===== config.mk =====
export PLATFORM = sky130hd
export DESIGN_NAME = sector_color_wheel_core
export DESIGN_NICKNAME = d
export VERILOG_FILES = /design/src/rtl/scw_pkg.sv /design/src/rtl/sector_color_wheel_core.sv
export SDC_FILE = /design/constraint.sdc
export NUM_CORES = 2
export LEC_CHECK = 0
export BUFFER_PORTS_ARGS = -buffer_cell sky130_fd_sc_hd__buf_2
export CELL_PAD_IN_SITES_DETAIL_PLACEMENT = 0
export CELL_PAD_IN_SITES_GLOBAL_PLACEMENT = 2
export CORE_UTILIZATION = 48
export DETAILED_ROUTE_END_ITERATION = 6
export GPL_TIMING_DRIVEN = 0
export PLACE_DENSITY_LB_ADDON = 0.1
export SLEW_MARGIN = 20
export SYNTH_ARGS = -nofsm -noshare
export SYNTH_HDL_FRONTEND = slang
export SYNTH_SLANG_ARGS = --single-unit

===== constraint.sdc =====
create_clock -name i_clk -period 22.4 [get_ports i_clk]
set_input_delay 6.72 -clock i_clk [delete_from_list [all_inputs] [get_ports i_clk]]
set_output_delay 6.72 -clock i_clk [all_outputs]
set_load 0.02 [all_outputs]

===== src/rtl/scw_pkg.sv =====
// Package for the sector colour wheel: item types, pipeline constants and the
// square-root step used by the radius stages. No dependencies.
package scw_pkg;

    localparam int DEF_COORD_FRAC_BITS = 12;

    // Radius square root: 32-bit radicand, 16-bit root, two result bits per stage
    localparam int RAD_W           = 32;
    localparam int ROOT_W          = 16;
    localparam int REM_W           = ROOT_W + 3;
    localparam int STEPS_PER_STAGE = 2;
    localparam int SQ_STAGES       = ROOT_W / STEPS_PER_STAGE;

    localparam int PROD_W = 36;

    // Lit-channel masks: bit 2 red, bit 1 green, bit 0 blue
    typedef logic [2:0] t_lit;
    localparam t_lit LIT_R  = 3'b100;
    localparam t_lit LIT_RG = 3'b110;
    localparam t_lit LIT_G  = 3'b010;
    localparam t_lit LIT_GB = 3'b011;
    localparam t_lit LIT_B  = 3'b001;
    localparam t_lit LIT_RB = 3'b101;

    typedef struct packed {
        logic signed [15:0] x_coord;
        logic signed [15:0] y_coord;
    } t_in_item;

    typedef struct packed {
        logic [7:0] red;
        logic [7:0] green;
        logic [7:0] blue;
    } t_out_item;

    typedef struct packed {
        logic [RAD_W-1:0]  rad;
        logic [REM_W-1:0]  rem;
        logic [ROOT_W-1:0] root;
        t_lit              lit;
        logic              six;
    } t_sq_stage;

    // One restoring square-root step: bring down two radicand bits, try the next root bit
    function automatic t_sq_stage sq_step(input t_sq_stage s);
        t_sq_stage        r;
        logic [REM_W-1:0] rem_n;
        logic [REM_W-1:0] trial;
        r     = s;
        rem_n = {s.rem[REM_W-3:0], s.rad[RAD_W-1:RAD_W-2]};
        trial = {1'b0, s.root, 2'b01};
        r.rad = {s.rad[RAD_W-3:0], 2'b00};
        if (rem_n >= trial) begin
            r.rem  = rem_n - trial;
            r.root = {s.root[ROOT_W-2:0], 1'b1};
        end else begin
            r.rem  = rem_n;
            r.root = {s.root[ROOT_W-2:0], 1'b0};
        end
        return r;
    endfunction

endpackage


===== src/rtl/sector_color_wheel_core.sv =====
// Sector colour wheel: maps a signed fixed-point plane point to an RGB colour.
// Uses scw_pkg for item types, constants and the square-root step.
//
// One item enters per clock while the input is not stalled and passes through one stage
// of squares and slope products, one stage that sums the squares and picks the
// sector, eight stages of a pipelined square root (two root bits per stage) and
// one output stage that applies the radial shading. Every stage carries a valid
// bit; an empty stage keeps taking items while the output is stalled, so the
// input stalls only once the pipeline is full. wheel_mode should be written
// while no item is in flight.
module sector_color_wheel_core
    import scw_pkg::*;
#(
    parameter int COORD_FRAC_BITS = DEF_COORD_FRAC_BITS
) (
    input  logic      i_clk,
    input  logic      i_rst_n,
    input  logic      i_cfg_we,
    input  logic      i_cfg_wdata,
    input  logic      i_in_valid,
    output logic      o_in_stall,
    input  t_in_item  i_in_item,
    output logic      o_out_valid,
    input  logic      i_out_stall,
    output t_out_item o_out_item
);

    localparam int F  = COORD_FRAC_BITS;
    localparam int CW = (F + 4 > ROOT_W + 2) ? F + 4 : ROOT_W + 2;
    localparam logic [CW-1:0] ONE       = CW'(1) << F;
    localparam logic [CW-1:0] QUARTER   = ONE >> 2;
    localparam logic [CW-1:0] TWO_ONE   = CW'(2) << F;
    localparam logic [CW-1:0] THREE_ONE = CW'(3) << F;
    localparam logic [CW-1:0] FIVE_ONE  = CW'(5) << F;

    typedef struct packed {
        logic signed [PROD_W-1:0] p_yn_big;   // -y * 100000
        logic signed [PROD_W-1:0] p_x_small;  // x * 72654
        logic signed [PROD_W-1:0] p_yn_k;     // -y * 1000
        logic signed [PROD_W-1:0] p_x_steep;  // x * 3077
        logic signed [PROD_W-1:0] p_y_s;      // y * 1732
        logic signed [PROD_W-1:0] p_x_k;      // x * 1000
        logic [RAD_W-1:0]         xx;
        logic [RAD_W-1:0]         yy;
        logic                     y_neg;
        logic                     x_pos;
    } t_a_stage;

    logic r_mode;

    t_a_stage  r_a, n_a;
    t_sq_stage r_b, n_b;
    t_sq_stage r_sq [SQ_STAGES];
    t_sq_stage n_sq [SQ_STAGES];
    t_out_item r_out, n_out;

    logic                 r_vld_a, r_vld_b, r_vld_o;
    logic [SQ_STAGES-1:0] r_vld_sq;
    logic                 en_a, en_b, en_o;
    logic [SQ_STAGES-1:0] en_sq;

    // Stall ripples back only through full stages
    always_comb begin
        en_o                = !r_vld_o || !i_out_stall;
        en_sq[SQ_STAGES-1]  = !r_vld_sq[SQ_STAGES-1] || en_o;
        for (int g = SQ_STAGES - 2; g >= 0; g--) begin
            en_sq[g] = !r_vld_sq[g] || en_sq[g+1];
        end
        en_b = !r_vld_b || en_sq[0];
        en_a = !r_vld_a || en_b;
    end

    assign o_in_stall  = !en_a;
    assign o_out_valid = r_vld_o;
    assign o_out_item  = r_out;

    always_ff @(posedge i_clk) begin
        if (!i_rst_n) begin
            r_mode <= 1'b0;
        end else if (i_cfg_we) begin
            r_mode <= i_cfg_wdata;
        end
    end

    // Stage A: squares and slope products
    always_comb begin
        logic signed [16:0] xs;
        logic signed [16:0] ys;
        logic signed [16:0] yn;
        logic signed [31:0] sq_x;
        logic signed [31:0] sq_y;
        xs   = 17'(i_in_item.x_coord);
        ys   = 17'(i_in_item.y_coord);
        yn   = -ys;
        sq_x = 32'(xs) * 32'(xs);
        sq_y = 32'(ys) * 32'(ys);
        n_a.p_yn_big  = PROD_W'(yn) * 36'sd100000;
        n_a.p_x_small = PROD_W'(xs) * 36'sd72654;
        n_a.p_yn_k    = PROD_W'(yn) * 36'sd1000;
        n_a.p_x_steep = PROD_W'(xs) * 36'sd3077;
        n_a.p_y_s     = PROD_W'(ys) * 36'sd1732;
        n_a.p_x_k     = PROD_W'(xs) * 36'sd1000;
        n_a.xx        = RAD_W'(unsigned'(sq_x));
        n_a.yy        = RAD_W'(unsigned'(sq_y));
        n_a.y_neg     = i_in_item.y_coord[15];
        n_a.x_pos     = !i_in_item.x_coord[15] && (i_in_item.x_coord != 16'sd0);
    end

    // Stage B: radicand and sector choice
    always_comb begin
        t_lit lit5;
        t_lit lit6;
        if (r_a.y_neg) begin
            if (r_a.p_yn_big < r_a.p_x_small) begin
                lit5 = LIT_R;
            end else if (r_a.p_yn_k < -r_a.p_x_steep) begin
                lit5 = LIT_G;
            end else begin
                lit5 = LIT_RG;
            end
        end else begin
            if (r_a.p_yn_big > -r_a.p_x_small) begin
                lit5 = LIT_R;
            end else if (r_a.p_yn_k > r_a.p_x_steep) begin
                lit5 = LIT_B;
            end else begin
                lit5 = LIT_RB;
            end
        end
        if (r_a.x_pos) begin
            if (r_a.p_y_s < -r_a.p_x_k) begin
                lit6 = LIT_RB;
            end else if (r_a.p_y_s > r_a.p_x_k) begin
                lit6 = LIT_RG;
            end else begin
                lit6 = LIT_R;
            end
        end else begin
            if (r_a.p_y_s < r_a.p_x_k) begin
                lit6 = LIT_B;
            end else if (r_a.p_y_s > -r_a.p_x_k) begin
                lit6 = LIT_G;
            end else begin
                lit6 = LIT_GB;
            end
        end
        n_b.rad  = r_a.xx + r_a.yy;
        n_b.rem  = '0;
        n_b.root = '0;
        n_b.lit  = r_mode ? lit6 : lit5;
        n_b.six  = r_mode;
    end

    // Square-root stages
    always_comb begin
        for (int g = 0; g < SQ_STAGES; g++) begin
            t_sq_stage t;
            t = (g == 0) ? r_b : r_sq[(g == 0) ? 0 : g - 1];
            for (int k = 0; k < STEPS_PER_STAGE; k++) begin
                t = sq_step(t);
            end
            n_sq[g] = t;
        end
    end

    // Output stage: radial shading
    always_comb begin
        t_sq_stage          last;
        logic [CW-1:0]      rq;
        logic [CW-1:0]      rq4;
        logic [CW-1:0]      k_fade;
        logic [CW-1:0]      k_in;
        logic [CW+7:0]      p_fade;
        logic [CW+7:0]      p_in;
        logic [CW+7:0]      sh_fade;
        logic [CW+7:0]      sh_in;
        logic [7:0]         fade;
        logic [7:0]         inner;
        logic [7:0]         on_v;
        logic [7:0]         off_v;
        last    = r_sq[SQ_STAGES-1];
        rq      = CW'(last.root);
        rq4     = rq << 2;
        k_fade  = TWO_ONE - rq;
        k_in    = THREE_ONE - rq4;
        p_fade  = {k_fade, 8'b0} - {8'b0, k_fade};
        p_in    = {k_in, 8'b0} - {8'b0, k_in};
        sh_fade = p_fade >> (F + 1);
        sh_in   = p_in >> (F + 1);
        fade    = sh_fade[7:0];
        inner   = sh_in[7:0];
        if (!last.six) begin
            on_v  = fade;
            off_v = 8'd0;
        end else if (rq4 < THREE_ONE) begin
            on_v  = 8'd255;
            off_v = inner;
        end else if (rq4 < FIVE_ONE) begin
            on_v  = 8'd255;
            off_v = 8'd0;
        end else begin
            on_v  = fade;
            off_v = 8'd0;
        end
        priority if (rq < QUARTER) begin
            n_out = '{red: 8'd255, green: 8'd255, blue: 8'd255};
        end else if (rq > TWO_ONE) begin
            n_out = '{red: 8'd0, green: 8'd0, blue: 8'd0};
        end else begin
            n_out.red   = last.lit[2] ? on_v : off_v;
            n_out.green = last.lit[1] ? on_v : off_v;
            n_out.blue  = last.lit[0] ? on_v : off_v;
        end
    end

    // Valid bits
    always_ff @(posedge i_clk) begin
        if (!i_rst_n) begin
            r_vld_a  <= 1'b0;
            r_vld_b  <= 1'b0;
            r_vld_sq <= '0;
            r_vld_o  <= 1'b0;
        end else begin
            if (en_a) begin
                r_vld_a <= i_in_valid;
            end
            if (en_b) begin
                r_vld_b <= r_vld_a;
            end
            for (int g = 0; g < SQ_STAGES; g++) begin
                if (en_sq[g]) begin
                    r_vld_sq[g] <= (g == 0) ? r_vld_b : r_vld_sq[(g == 0) ? 0 : g - 1];
                end
            end
            if (en_o) begin
                r_vld_o <= r_vld_sq[SQ_STAGES-1];
            end
        end
    end

    // Payload registers
    always_ff @(posedge i_clk) begin
        if (en_a) begin
            r_a <= n_a;
        end
        if (en_b) begin
            r_b <= n_b;
        end
        for (int g = 0; g < SQ_STAGES; g++) begin
            if (en_sq[g]) begin
                r_sq[g] <= n_sq[g];
            end
        end
        if (en_o) begin
            r_out <= n_out;
        end
    end

`ifndef SYNTH
    // Remainder of a finished square root never exceeds twice the root
    a_sqrt_rem: assert property (@(posedge i_clk) disable iff (!i_rst_n)
        r_vld_sq[SQ_STAGES-1] |->
            (r_sq[SQ_STAGES-1].rem <= {2'b0, r_sq[SQ_STAGES-1].root, 1'b0}))
        else $error("square-root remainder out of range");

    // Input stalls only when the first stage is occupied
    a_stall_full: assert property (@(posedge i_clk) disable iff (!i_rst_n)
        o_in_stall |-> r_vld_a)
        else $error("input stalled with empty first stage");

    // An occupied first stage that cannot move keeps its item
    a_hold_first: assert property (@(posedge i_clk) disable iff (!i_rst_n)
        r_vld_a && o_in_stall |=> r_vld_a)
        else $error("item dropped from first stage");

    // Reset empties the output
    a_reset_empty: assert property (@(posedge i_clk)
        !i_rst_n |=> !o_out_valid)
        else $error("output valid after reset");
`endif

endmodule


Word-level counts from Yosys, hierarchy flattened
Memory sizes are Yosys's and may differ from the RTL's.
Index checks and enable logic that the tools add are counted.

word-level totals
  flip-flop bits (word level) = 340
  bits in writable memories = 536
  input bits = 38
  output and inout bits = 26
  logic and storage cells = 169
  memories kept = 1

memory list
  name  depth  bits a word  rd ports  clocked after Yosys merged registers in  write ports  RTL line                       source
  r_sq  8      67           8         0                                        8            sector_color_wheel_core.sv:53  t_sq_stage r_sq [SQ_STAGES];

operators by class
  add/sub/neg operators = 25
  multipliers = 8
  $lt $le $gt $ge = 28
  muxes and demuxes = 52
  reductions and logical operators = 27

operator list
  cell                                                                             count
  19-bit by 18-bit >= comparator with 1-bit output                                 15
  35-bit two-way mux                                                               8
  33-bit two-way mux                                                               8
  19-bit by 18-bit subtractor with 19-bit output                                   8
  36-bit greater-than comparator                                                   4
  36-bit less-than comparator                                                      4
  17-bit subtractor                                                                7
  36-bit negator                                                                   3
  16-bit by 16-bit multiplier with 32-bit output                                   2
  8-bit two-way mux                                                                8
  16-bit by 17-bit multiplier with 33-bit output (second input constant)           1
  32-bit adder                                                                     1
  17-bit by 13-bit multiplier with 30-bit output (second input constant)           1
  16-bit by 13-bit multiplier with 29-bit output (second input constant)           1
  16-bit by 10-bit multiplier with 26-bit output (second input constant)           1
  17-bit by 8-bit multiplier with 25-bit output (second input constant)            1
  16-bit by 8-bit multiplier with 24-bit output (second input constant)            1
  24-bit two-way mux                                                               1
  3-bit two-way mux                                                                7
  21-bit by 18-bit subtractor with 21-bit output                                   1
  21-bit by 19-bit subtractor with 21-bit output                                   1
  18-bit by 14-bit less-than comparator with 1-bit output (second input constant)  1
  18-bit by 15-bit less-than comparator with 1-bit output (second input constant)  1
  14-bit by 18-bit subtractor with 18-bit output (first input constant)            1
  other kinds (12)                                                                 53

Longest topological paths before layout
  word-level depth = 13
  mapped depth = 27
  depth with buffers taken out = 25

Worst setup path after synthesis
OpenSTA, ideal clock, no wires.

  kind = input -> output
  start = input i_out_stall
  end = output o_in_stall
  arrival = 13.448 ns
  required time = 15.680 ns
  setup slack = 2.232 ns
  stages = 7
  path buffers = 0
  cells stage by stage = and3_1 -> and3_1 -> and3_1 -> and3_1 -> and3_1 -> nand2_1 -> inv_1

on the way
  cells in the longest elaborated chain, start to end = 13

ends and longest elaborated chain
  what                            RTL line                       source
  from (decl)                     sector_color_wheel_core.sv:24  input logic i_out_stall,
  1-bit logical NOT               sector_color_wheel_core.sv:64  en_o = !r_vld_o || !i_out_stall;
  1-bit logical OR                sector_color_wheel_core.sv:64
  1-bit logical OR                sector_color_wheel_core.sv:65  en_sq[SQ_STAGES-1] = !r_vld_sq[SQ_STAGES-1] || en_o;
  1-bit logical OR (7 in series)  sector_color_wheel_core.sv:67  en_sq[g] = !r_vld_sq[g] || en_sq[g+1];
  1-bit logical OR                sector_color_wheel_core.sv:69  en_b = !r_vld_b || en_sq[0];
  1-bit logical OR                sector_color_wheel_core.sv:70  en_a = !r_vld_a || en_b;
  1-bit logical NOT               sector_color_wheel_core.sv:73  assign o_in_stall = !en_a;
  to (decl)                       sector_color_wheel_core.sv:21  output logic o_in_stall,

No other way between the ends.

Worst setup path after layout
Same ends and word-level chain as after synthesis.

==> impl_metrics.py <==
metrics = {
    "run_status": {
        "status": "complete, no violations",
    },
    "global_route": {
        "grt_start_max_net_pins": 62,
        "grt_pass1_wl_um": 291000,
        "overflow": 0,
        "gr-usage-all-layers_pct": 24.1,
        "grt_pass1_vias": 52400,
        "antenna_found_initial": 7,
    },
    "timing": {
        "relSlewSlack_pct": 24.3,
        "setup_viol": 0,
        "slew_viol_final": 0,
        "tightest_slew_ns": 1.13,
        "hold_viol": 0,
        "rsz0062_at_grt": "false",
        "period_minus_slack_ns": 15.78,
        "post-route-period-util_pct": 70.4,
        "finalWorstSetupSlack_ns": 6.62,
        "finClkSkew_ns": 0.0344,
        "fmax_mhz": 63.4,
    },
    "setup_path": {
        "worst_path_most_repeated_cell": "and3_1",
        "crit_cells": 9,
        "crit_required_ns": 15.68,
        "cp_slowest_stage_delay_ns": 0.32,
        "r2r_setup_slack_ns": 15.54,
        "crit_path_cell_trace": "buf_2, and3_1, and3_1, and3_1, and3_1, and3_1, nand2_4, inv_1, buf_2",
        "crit_arrival_ns": 9.06,
        "reg2regPathDepth": 20,
        "crit_path_start_kind": "input pin",
        "cp_max_fo": 21,
        "cp-end-kind": "output pin",
        "cpLargestDelayFamily": "simple AND/OR/NAND/NOR gates",
        "critPathKind": "input pin to output pin",
        "cp_num_buf_inv": 3,
        "critPathSlowestCell": "and3_1",
    },
    "logic_synthesis": {
        "syn_area_per_cell_um2": 10.1,
        "synthFlopType": "edfxtp_1",
        "synth_area_mm2": 0.0736,
        "yosysWarnings": 0,
        "synth_cells": 7294,
        "synth_edf_count": 608,
        "async_flop_share_pct": 0,
        "yosys_register_bits": 620,
        "synth.distinct_cells": 87,
        "seq_area_frac_synth_pct": 25.1,
    },
    "clocking": {
        "h-tree-depth": 3,
        "root_buffer": "clkbuf_16",
        "cts_tree": "done",
        "insertion_delay_ns": 0.68,
        "post-cts-setup-buffers": 0,
        "holdBufCountCts": 0,
        "cts_sinks": 620,
        "postCtsResizedCells": 0,
        "clockBufferDepth": 3,
        "path_clk_slew_ns": 0.06,
        "cts_made_buffers": 73,
    },
    "final_layout": {
        "regArea_mm2": 0.0185,
        "syn2layout_area_growth_pct": 7.76,
        "nets": 9356,
        "multi_input_area_mm2": 0.0492,
        "fillerInstances": 14100,
        "drive_gt1_share_pct": 4.14,
        "fin_area_mm2": 0.0793,
    },
    "placement": {
        "dpl.hpwl_um": 156000,
        "dpl_cell_area_mm2": 0.0768,
        "gp_congestion": 0.881,
        "pre_cts_ws_ns": 6.56,
        "port_buffers": 63,
    },
    "drt": {
        "initialDrtViolationCount": 2571,
        "drcViolationCount": 0,
        "via_count": 50400,
        "dr.pass1.iters": 7,
        "ant_nets": 0,
        "routedWlPerCell_um": 19.3,
        "vias_per_cell": 5.28,
        "totalWireLength_um": 184000,
    },
    "min_path": {
        "whs_path_depth": 0,
        "hold_path.class": "flip-flop to flip-flop",
    },
    "run": {
        "max_cap_viol_count": 0,
    },
    "floorplan": {
        "die_h_um": 394,
        "dieArea_mm2": 0.155,
        "coreArea_mm2": 0.152,
        "die_w_um": 394,
        "start_util_pct": 48.4,
        "ios": 64,
        "num_rows": 143,
    },
}
[cell type report]
cell class / count / area share (%)
Antenna cell: 3 / 0.00947
Multi-Input combinational cell: 5087 / 62.0
Tap cell: 2030 / 3.20
Clock buffer: 85 / 2.39
Inverter: 1501 / 7.10
Buffer: 87 / 0.442
Timing Repair Buffer: 76 / 0.783
Sequential cell: 620 / 23.3
Clock inverter: 49 / 0.712
[cell usage after synthesis (14+ instances only)]
library cell	instances	area, um^2
inv_1	1484	5570
ha_1	1072	13400
fa_1	800	16000
edfxtp_1	608	18300
nand2_1	415	1560
nor2_1	397	1490
xnor2_1	391	3420
a21oi_1	323	1620
o21ai_0	243	1220
a21o_1	181	1360
nor3_1	144	721
xor2_1	121	1060
nand4_1	83	519
nand3_1	81	405
nor2b_1	78	488
clkbuf_1	75	282
o21a_1	55	413
and3_1	54	338
nand2b_1	49	307
a31oi_1	44	275
a211oi_1	40	300
o21bai_1	34	255
o31ai_1	32	240
nor4_1	31	194
or2_2	30	188
or3_1	28	175
mux2_2	27	304
o211ai_1	26	195
and2_1	23	144
a31o_2	20	175
mux2i_1	18	180
nor3b_1	18	135
a211o_1	15	131
a21boi_0	14	105
nand3b_1	14	105
o2111ai_1	14	123
[stage by stage]
step / utilization [%] / hold slack [ns] / TNS, ns / cells
after floorplan: - / 0.400 / 0 / 7295
after global placement: 50.3 / 0.400 / -0.974 / 9388
after CTS: 52.1 / 0.395 / 0 / 9535
after global routing: 52.1 / 0.401 / 0 / 9535
final: 52.1 / 0.391 / 0 / 9538
after detailed placement: 50.5 / 0.405 / 0 / 9401
[final timing paths]
kind                                   start            to
worst max-delay path             i_out_stall    o_in_stall
worst min-delay path            r_sq[1][136]  r_sq[1][203]
worst max register to register  r_sq[1][100]  r_sq[1][163]
worst min register to register  r_sq[1][136]  r_sq[1][203]
[state kept, by name, indices dropped and copies added (netlist names)]
signal,count
n_sq,32
o_out_item,24
o_out_valid,1
r_a,221
r_b,4
r_mode,1
r_sq,327
r_vld_a,1
r_vld_b,1
r_vld_sq,8
[metal layers]
| layer | vias up | routed length (um) | GRT usage, % | share of wire [%] |
|---|---|---|---|---|
| met5 | - | 13 | 0 | 0.0071 |
| met2 | 782 | 89300 | 41.6 | 49 |
| met4 | 2 | 5220 | 6.48 | 2.8 |
| li1 | 24800 | - | - | - |
| met1 | 24600 | 82000 | 32.0 | 45 |
| met3 | 203 | 7220 | 3.05 | 3.9 |
[layout by cell type (no fill, tap or decap), types with 20 or more instances in the layout]
master	instances
nor2_1	397
edfxtp_1	608
and2_1	23
clkbuf_1	85
mux2_2	27
o31ai_1	32
clkbuf_16	74
or3_1	28
nand4_1	83
o21a_1	55
nand2b_1	49
xnor2_1	384
o21ai_0	243
or2_2	30
clkinv_1	25
nor4_1	31
fa_1	800
a31o_2	20
inv_1	1480
a21oi_1	323
buf_2	69
nor2b_1	78
o21bai_1	34
a31oi_1	44
nor3_1	144
nand3_1	81
o211ai_1	26
a21o_1	181
and3_1	54
a211oi_1	40
ha_1	1072
nand2_1	410
xor2_1	121
[cells by family (layout without fill, tap and decap cells)]
kind of cell,Yosys count,count (layout),synth area share [%]
and+or+nand+nor,1509,1509,9.99
muxes,45,45,0.658
buffers and inverters,1588,1798,8.13
xor gates and xnor gates,512,512,6.09
adders and majority gates,1873,1873,40.0
DFF,620,620,25.1
AOI/OAI and AO/OA,1146,1146,9.99
other,1,5,0.00510
Power is not shown: default switching activity piles up to over one toggle a cycle in this logic, so the estimate is an artifact.
